<file path="config.mk">
export PLATFORM = sky130hd
export DESIGN_NAME = pcst_engine
export DESIGN_NICKNAME = d
export VERILOG_FILES = /design/src/design/assert_macros.svh /design/src/design/pcst_pkg.sv /design/src/design/pcst_engine.sv
export SDC_FILE = /design/constraint.sdc
export NUM_CORES = 1
export LEC_CHECK = 0
export CAP_MARGIN = 0
export CORE_MARGIN = 4
export CORE_UTILIZATION = 40
export DETAILED_ROUTE_END_ITERATION = 16
export DONT_BUFFER_PORTS = 1
export GPL_ROUTABILITY_DRIVEN = 0
export SLEW_MARGIN = 20
export SYNTH_ARGS = -nofsm -noshare
export SYNTH_HDL_FRONTEND = slang
export SYNTH_SLANG_ARGS = --single-unit
export TNS_END_PERCENT = 100
</file>
<file path="constraint.sdc">
create_clock -name clk -period 3.8 [get_ports clk]
set_input_delay 0.76 -clock clk [delete_from_list [all_inputs] [get_ports clk]]
set_output_delay 0.76 -clock clk [all_outputs]
set_load 0.02 [all_outputs]
</file>
<file path="src/design/assert_macros.svh">
// Assertion shorthands for the parity count segment tree.
// Both forms sample on the rising edge of clk and are off while arst_n is low.
`ifndef ASSERT_MACROS_SVH
`define ASSERT_MACROS_SVH

// The consequent must hold in the same cycle as the antecedent.
`define PCST_ASSERT_NOW(label, ante, cons, msg) \
	label: assert property (@(posedge clk) disable iff (!arst_n) (ante) |-> (cons)) \
		else $error(msg);

// The consequent must hold in the cycle after the antecedent.
`define PCST_ASSERT_NEXT(label, ante, cons, msg) \
	label: assert property (@(posedge clk) disable iff (!arst_n) (ante) |=> (cons)) \
		else $error(msg);

`endif

</file>
<file path="src/design/pcst_pkg.sv">
`timescale 1ns / 1ps
// ----------------------------------------------------------------------------
// pcst_pkg
// Shared types and constants of the parity count segment tree.
// ----------------------------------------------------------------------------
package pcst_pkg;

	localparam int CNT_W  = 11;
	localparam int SIZE_W = 11;
	localparam int POS_W  = 10;
	localparam int END_W  = 11;
	// Node indices stay below twice the largest size the register can hold.
	localparam int IDX_W  = 12;
	// Largest size in use after reset.
	localparam int SIZE_CAP = 1024;

	typedef enum logic {
		OP_UPDATE = 1'b0,
		OP_QUERY  = 1'b1
	} pcst_op_t;

	typedef enum logic [2:0] {
		ST_CLEAR,
		ST_IDLE,
		ST_UPD_LEAF,
		ST_UPD_SUM,
		ST_QRY_LEFT,
		ST_QRY_RIGHT,
		ST_DONE
	} pcst_state_t;

	typedef struct packed {
		logic [CNT_W-1:0] odd;
		logic [CNT_W-1:0] even;
	} pcst_node_t;

	typedef struct packed {
		logic             err;
		logic [CNT_W-1:0] odd;
		logic [CNT_W-1:0] even;
	} pcst_result_t;

	typedef struct packed {
		logic clearing;
		logic busy;
	} pcst_status_t;

endpackage

</file>
<file path="src/design/pcst_engine.sv">
`timescale 1ns / 1ps
// ----------------------------------------------------------------------------
// pcst_engine
// Size register and the sequencer that walks the tree in the node store.
// ----------------------------------------------------------------------------
module pcst_engine
	import pcst_pkg::*;
#(
	parameter int MAX_ITEMS = 1024,
	parameter int DEPTH     = 2048,
	parameter int AW        = 11
) (
	input  logic              clk,
	input  logic              arst_n,
	input  logic              cfg_we,
	input  logic [SIZE_W-1:0] cfg_wdata,
	input  logic              in_valid,
	output logic              in_ready,
	input  pcst_op_t          in_op,
	input  logic [POS_W-1:0]  in_pos,
	input  logic [END_W-1:0]  in_end,
	input  logic              in_odd,
	output logic              res_valid,
	input  logic              res_ready,
	output pcst_result_t      res,
	output logic              mem_we,
	output logic [AW-1:0]     mem_waddr,
	output pcst_node_t        mem_wdata,
	output logic [AW-1:0]     mem_raddr,
	input  pcst_node_t        mem_rdata,
	output pcst_status_t      status
);

	localparam logic [SIZE_W-1:0] SIZE_RESET =
		SIZE_W'((MAX_ITEMS < SIZE_CAP) ? MAX_ITEMS : SIZE_CAP);
	localparam logic [AW-1:0] CLR_LAST = AW'(DEPTH - 1);
	localparam logic [IDX_W-1:0] ROOT = IDX_W'(1);

	pcst_state_t       state_q, state_d;
	logic [SIZE_W-1:0] size_q;
	logic [AW-1:0]     clr_q;
	logic              pend_q;
	logic [IDX_W-1:0]  l_q, r_q;
	pcst_node_t        cur_q, acc_q;
	logic              err_q, odd_q;

	logic [IDX_W-1:0]  pos_w, end_w, n_w, parent, r_dec;
	logic              in_err, l_lt_r;
	pcst_node_t        leaf, up_sum, acc_sum;

	function automatic pcst_node_t node_add(pcst_node_t a, pcst_node_t b);
		pcst_node_t s;
		s.even = a.even + b.even;
		s.odd  = a.odd + b.odd;
		return s;
	endfunction

	assign pos_w  = IDX_W'(in_pos);
	assign end_w  = IDX_W'(in_end);
	assign n_w    = IDX_W'(size_q);
	assign in_err = (in_op == OP_UPDATE) ? (pos_w >= n_w) : ((pos_w > n_w) || (end_w > n_w));

	assign parent  = l_q >> 1;
	assign r_dec   = r_q - ROOT;
	assign l_lt_r  = l_q < r_q;
	assign leaf    = '{odd: CNT_W'(odd_q), even: CNT_W'(!odd_q)};
	assign up_sum  = node_add(cur_q, mem_rdata);
	assign acc_sum = pend_q ? node_add(acc_q, mem_rdata) : acc_q;

	// Next state.
	always_comb begin
		state_d = state_q;
		unique case (state_q)
			ST_CLEAR: begin
				if (clr_q == CLR_LAST) state_d = ST_IDLE;
			end
			ST_IDLE: begin
				if (in_valid) begin
					if (in_err) state_d = ST_DONE;
					else if (in_op == OP_QUERY) state_d = ST_QRY_LEFT;
					else state_d = ST_UPD_LEAF;
				end
			end
			ST_UPD_LEAF: begin
				state_d = (l_q == ROOT) ? ST_DONE : ST_UPD_SUM;
			end
			ST_UPD_SUM: begin
				if (parent == ROOT) state_d = ST_DONE;
			end
			ST_QRY_LEFT: begin
				state_d = l_lt_r ? ST_QRY_RIGHT : ST_DONE;
			end
			ST_QRY_RIGHT: begin
				state_d = ST_QRY_LEFT;
			end
			ST_DONE: begin
				if (res_ready) state_d = ST_IDLE;
			end
			default: state_d = ST_IDLE;
		endcase
	end

	// Memory and handshake controls. In the update states a write and a read in the
	// same cycle go to a node and its sibling, so they never collide.
	always_comb begin
		mem_we    = 1'b0;
		mem_waddr = AW'(l_q);
		mem_wdata = leaf;
		mem_raddr = AW'(l_q);
		in_ready  = 1'b0;
		res_valid = 1'b0;
		unique case (state_q)
			ST_CLEAR: begin
				mem_we    = 1'b1;
				mem_waddr = clr_q;
				mem_wdata = '0;
			end
			ST_IDLE: begin
				in_ready = 1'b1;
			end
			ST_UPD_LEAF: begin
				mem_we    = 1'b1;
				mem_raddr = AW'(l_q ^ ROOT);
			end
			ST_UPD_SUM: begin
				mem_we    = 1'b1;
				mem_waddr = AW'(parent);
				mem_wdata = up_sum;
				mem_raddr = AW'(parent ^ ROOT);
			end
			ST_QRY_LEFT: begin
				mem_raddr = AW'(l_q);
			end
			ST_QRY_RIGHT: begin
				mem_raddr = AW'(r_dec);
			end
			ST_DONE: begin
				res_valid = 1'b1;
			end
			default: begin
				in_ready = 1'b0;
			end
		endcase
	end

	always_ff @(posedge clk or negedge arst_n) begin
		if (!arst_n) begin
			state_q <= ST_CLEAR;
			size_q  <= SIZE_RESET;
			clr_q   <= '0;
			pend_q  <= 1'b0;
		end else begin
			state_q <= state_d;
			if (cfg_we && (cfg_wdata != '0) && (int'(cfg_wdata) <= MAX_ITEMS)) begin
				size_q <= cfg_wdata;
			end
			if (state_q == ST_CLEAR) clr_q <= clr_q + AW'(1);
			unique case (state_q)
				ST_QRY_LEFT:  pend_q <= l_lt_r && l_q[0];
				ST_QRY_RIGHT: pend_q <= r_q[0];
				default:      pend_q <= 1'b0;
			endcase
		end
	end

	always_ff @(posedge clk) begin
		case (state_q)
			ST_IDLE: begin
				if (in_valid) begin
					l_q   <= pos_w + n_w;
					r_q   <= end_w + n_w;
					acc_q <= '0;
					err_q <= in_err;
					odd_q <= in_odd;
				end
			end
			ST_UPD_LEAF: begin
				cur_q <= leaf;
			end
			ST_UPD_SUM: begin
				cur_q <= up_sum;
				l_q   <= parent;
			end
			ST_QRY_LEFT: begin
				acc_q <= acc_sum;
				if (l_lt_r && l_q[0]) l_q <= l_q + ROOT;
			end
			ST_QRY_RIGHT: begin
				acc_q <= acc_sum;
				l_q   <= l_q >> 1;
				r_q   <= (r_q[0] ? r_dec : r_q) >> 1;
			end
			default: begin
				acc_q <= acc_q;
			end
		endcase
	end

	assign res.err  = err_q;
	assign res.odd  = acc_q.odd;
	assign res.even = acc_q.even;

	assign status.clearing = (state_q == ST_CLEAR);
	assign status.busy     = (state_q != ST_IDLE) && (state_q != ST_CLEAR);

endmodule

</file>
# Word level (Yosys, flattened, before mapping)
# Cells that the tools add are included.
# op_classes
add_sub_neg,9
magnitude_cmp,5
n_eq_ne,16
muxes,27
n_bitwise,2
reduce_logical,21
# op_table
cell,count
22-bit case mux with 2 select lines,3
12-bit 2-to-1 mux,4
11-bit adder,4
22-bit 2-to-1 mux,2
12-bit case mux with 3 select lines,1
11-bit case mux with 3 select lines,1
12-bit case mux with 2 select lines,1
11-bit case mux with 2 select lines,1
3-bit 2-to-1 mux,7
3-bit case mux with 7 select lines,1
10-bit by 11-bit adder with 12-bit output,1
11-bit by 11-bit adder with 12-bit output,1
12-bit by 1-bit adder with 12-bit output (second input constant),1
12-bit by 1-bit equality test with 1-bit output (second input constant),1
12-bit less-than comparator,1
12-bit by 1-bit subtractor with 12-bit output (second input constant),1
11-bit by 1-bit adder with 11-bit output (second input constant),1
11-bit by 1-bit equality test with 1-bit output (second input constant),1
11-bit equality test (second input constant),1
10-bit by 11-bit greater-or-equal comparator with 1-bit output,1
10-bit by 11-bit > comparator with 1-bit output,1
11-bit > comparator,1
11-bit <= comparator (second input constant),1
11-bit nonzero test,1
other kinds (21),41
# totals
regBits,96
output_inout_bits,72
elab_cells,92

# Logic depth before layout (Yosys ltp)
# depth
ltp_word,6
depth_mapped,9
ltp_nobuf,9

# Worst setup path before layout
# No wires, ideal clock.
# synth_timing
path_type,in2out
startpoint,in mem_rdata[0] (netlist name)
endpoint,out mem_wdata[10] (netlist name)
arrival_ns,2.620
t_required_ns,3.040
path_slack_ns,0.420
path_stages,8
path_cell_list,ha_1 > fa_1 > a21oi_1 > o211ai_1 > o41ai_1 > o21ai_0 > xnor2_1 > nor2_1
# synth_rtl
item,line_no,rtl
from (decl),pcst_engine.sv:30,"input pcst_node_t mem_rdata,"
to (decl),pcst_engine.sv:28,"output pcst_node_t mem_wdata,"

==> metrics.md <==
| Metric | Value |
|---|---|
| Met3 routed WL | 1530 um |
| # nets final | 1,166 |
| Synth warn | 0 |
| # rows | 52 |
| Setup tns final | 0 ps |
| Final HPWL DP | 17,600 um |
| Synth area leader | edfxtp_1 |
| Layout fillers | 2,025 |
| Critical Path RT | 3040 ps |
| Clock latency on the worst-skew pair | 360 ps |
| # diodes | 0 |
| Total track usage | 0.189 |
| DR top layer | met4 |
| Area grow syn2layout | 10.9% |
| Max-slew violations | 0 |
| Final period utilization | 0.921 |
| Tmin final | 3500 ps |
| Overall Power | 2.96 mW |
| Vias in the first global route | 6,925 |
| Max Buffers Root-to-Sink | 2 |
| H-tree Lvls | 3 |
| Post-synth cell types | 65 |
| Post-synthesis mux area share | 0.0170 |
| CP max FO | 2 |
| Count of final setup violators | 0 |
| Core area | 20,500 um^2 |
| Routed met1 length | 9730 um |
| Drt first pass iters | 5 |
| Syn_nets | 1,147 |
| Final ANT Viol Nets | 0 |
| RSZ-0062 raised after global routing | false |
| MaxCap Viol Count | 0 |
| XOR/XNOR share of the synthesized area | 0.0913 |
| Final Core Density | 0.457 |
| Worst-Margin Slew | 690 ps |
| DR iter-0 viols | 470 |
| Worst-path clk slew | 80 ps |
| Post-CTS Hold Fix Bufs | 0 |
| WP data arrival | 2740 ps |
| Max Fclk | 0.286 GHz |
| CTS Buf Count | 9 |
| WL met2 | 11,000 um |
| Setup crit end kind | primary output |
| Hold Path Class | input port to asynchronous set/reset pin |
| Final Hold Viols | 0 |
| Cells after synthesis | 981 |
| Die area | 23,500 um^2 |
| # DRC | 0 |
| Main area contributors after synthesis | edfxtp_1, ha_1, dfrtp_1, nor2_1, xnor2_1 |
| CTS tree | yes |
| #FFs+latches synth | 96 |
| Post-Syn Area | 8440 um^2 |
| Slew HR | 0.538 |
| Placed inst area | 8990 um^2 |
| Die Y | 153 um |
| Synth Area in Simple Gates | 0.190 |
| Post-synth EDFFs | 70 |
| Clock Skew | 13.6 ps |
| Routed vias/inst | 5.57 |
| Width of the die | 153 um |
| Worst setup margin | 299 ps |
| Asr flop ratio synth | 0.271 |
| First-pass GRT wire length | 36,300 um |
| Largest net degree at the start of global routing | 49 |
| Static Leak | 3.93 nW |
| Largest family of logic cells by synthesized area | simple AND/OR/NAND/NOR gates |
| Initial antenna violation count | 0 |
| Setup WS pre-CTS | 208 ps |
| Post-route cell area | 9360 um^2 |
| Max VDD drop | 0.207 mV |
| PortBufs | 0 |
| Via count | 7,097 |
| Yosys top cell area share | 0.249 |
| DR WL/cell | 17.8 um |
| Compound-Gate Fraction of Synth Area | 0.168 |
| Startpoint Class | input port |
| P per Cell Area | 316 nW/um^2 |
| Fraction of layout cells with a size suffix above 1 | 0.0876 |
| CTS root buf | clkbuf_16 |
| IO Count | 133 |
| Avg Inst Size Synth | 8.61 um^2 |
| Drt total wl | 22,700 um |
| Post-Synth Adder-Cell Area | 0.161 |
| Crit path kind | input port to primary output |
| Initial Util | 0.412 |
| Sequential area share after synthesis | 0.326 |
| Run status | complete, no violations |
| # clock sinks | 96 |
| Grt ovf | 0 |
| Prevailing post-synth register cell | edfxtp_1 |
==> flip-flops by register name (all words and copies together), names as in the netlist <==
signal / flops
size_q: 11
state_q: 3
res: 22
err_q: 1
cur_q: 22
pend_q: 1
l_q: 12
odd_q: 1
clr_q: 11
r_q: 12
==> worst paths after layout <==
| kind | from | end | slack (ps) | cells after the start |
|---|---|---|---|---|
| setup / recovery | mem_rdata[0] | mem_wdata[10] | 300 | 10 |
| hold / removal | arst_n | size_q[8]$_DFFE_PN0P_ | 80 | 0 |
| setup reg to reg | size_q[1]$_DFFE_PN0P_ | l_q[7]$_DFFE_PP_ | 1080 | 8 |
| hold reg to reg | clr_q[7]$_DFFE_PN0P_ | clr_q[7]$_DFFE_PN0P_ | 500 | 1 |
| max in group asynchronous | arst_n | size_q[10]$_DFFE_PN1P_ | 3550 | 0 |
| min in group clk | clr_q[7]$_DFFE_PN0P_ | clr_q[7]$_DFFE_PN0P_ | 500 | 1 |
==> through the flow <==
step | instances | hold WS (ps)
2_1_floorplan | 981 | 460
3_3_place_gp | 1259 | 465
3_5_place_dp | 1259 | 465
4_1_cts | 1275 | 73.3
5_1_grt | 1275 | 64.5
6_report | 1275 | 84.5
==> synthesized netlist by cell type, drive strengths merged, types with 12 or more instances <==
master / instances
inv: 62
o22ai: 15
nand2: 85
nor2: 141
xnor2: 58
nor2b: 12
a21oi: 72
nand3: 30
nor3: 21
o21ai: 57
nand2b: 14
xor2: 30
dfrtp: 25
edfxtp: 70
a22oi: 18
clkbuf: 34
ha: 99
==> kinds of logic after synthesis <==
family                   Yosys count
AND/OR/NAND/NOR                  350
AO/OA/AOI/OAI                    225
adder cells (fa/ha/maj)          105
buffers and inverters            104
flip-flops                        96
XOR/XNOR                          88
multiplexers                      13
==> metal layers <==
layer  global-route usage  up-vias
met3               0.0495       25
met4               0.0437        0
met1                0.239     3347
met2                0.323      201
li1                     -     3524
met5                    0        -
==> worst max-delay path: stages <==
cell and delay [ps]:
ha_1 210, fa_1 410, a21oi_1 180, o211ai_1 140, o41ai_1 290, buf_4 180, o21ai_0 110, xnor2_1 230
nor2_1 60, buf_4 170
==> cell type report <==
class,instances,area [um^2],share of cell area
clock inverter,7,135,0.0144
timing repair buffer,50,375,0.0401
sequential,96,2750,0.294
clock buffer,9,225,0.0241
inverter,62,233,0.0249
tap,270,338,0.0361
multi-input combinational,781,5300,0.566
==> layout by cell type, fill, tap and decap left out, drive strengths merged, types with 4 or more instances in the layout <==
master,netlist,final
and3,11,11
a21oi,72,72
o211ai,7,7
o22ai,15,15
fa,6,6
a221oi,5,5
a22oi,18,18
nor3,21,21
inv,62,65
mux2,11,11
xnor2,58,58
a221o,4,4
nor2,141,141
ha,99,99
nand3,30,30
dfrtp,25,25
nand2b,14,14
a21o,8,8
edfxtp,70,70
nand2,85,85
nor2b,12,12
buf,8,50
xor2,30,30
clkbuf,34,9
or4,5,5
nand4,10,10
nor3b,4,4
o41ai,6,6
o21ai,57,57
==> report_power, final <==
group | switching [mW] | leakage, nW | internal, mW
clock network | 0.464 | 0.175 | 0.660
registers | 0.0199 | 0.967 | 1.16
logic | 0.367 | 2.79 | 0.292
total | 0.850 | 3.93 | 2.11
==> timing repair <==
| action | 4_1_cts | 5_1_grt |
|---|---|---|
| gates resized for setup | 0 | 1 |
| setup endpoints to repair | 0 | 1 |
| setup buffers | 0 | 0 |
(Power assumes the default switching activity.)
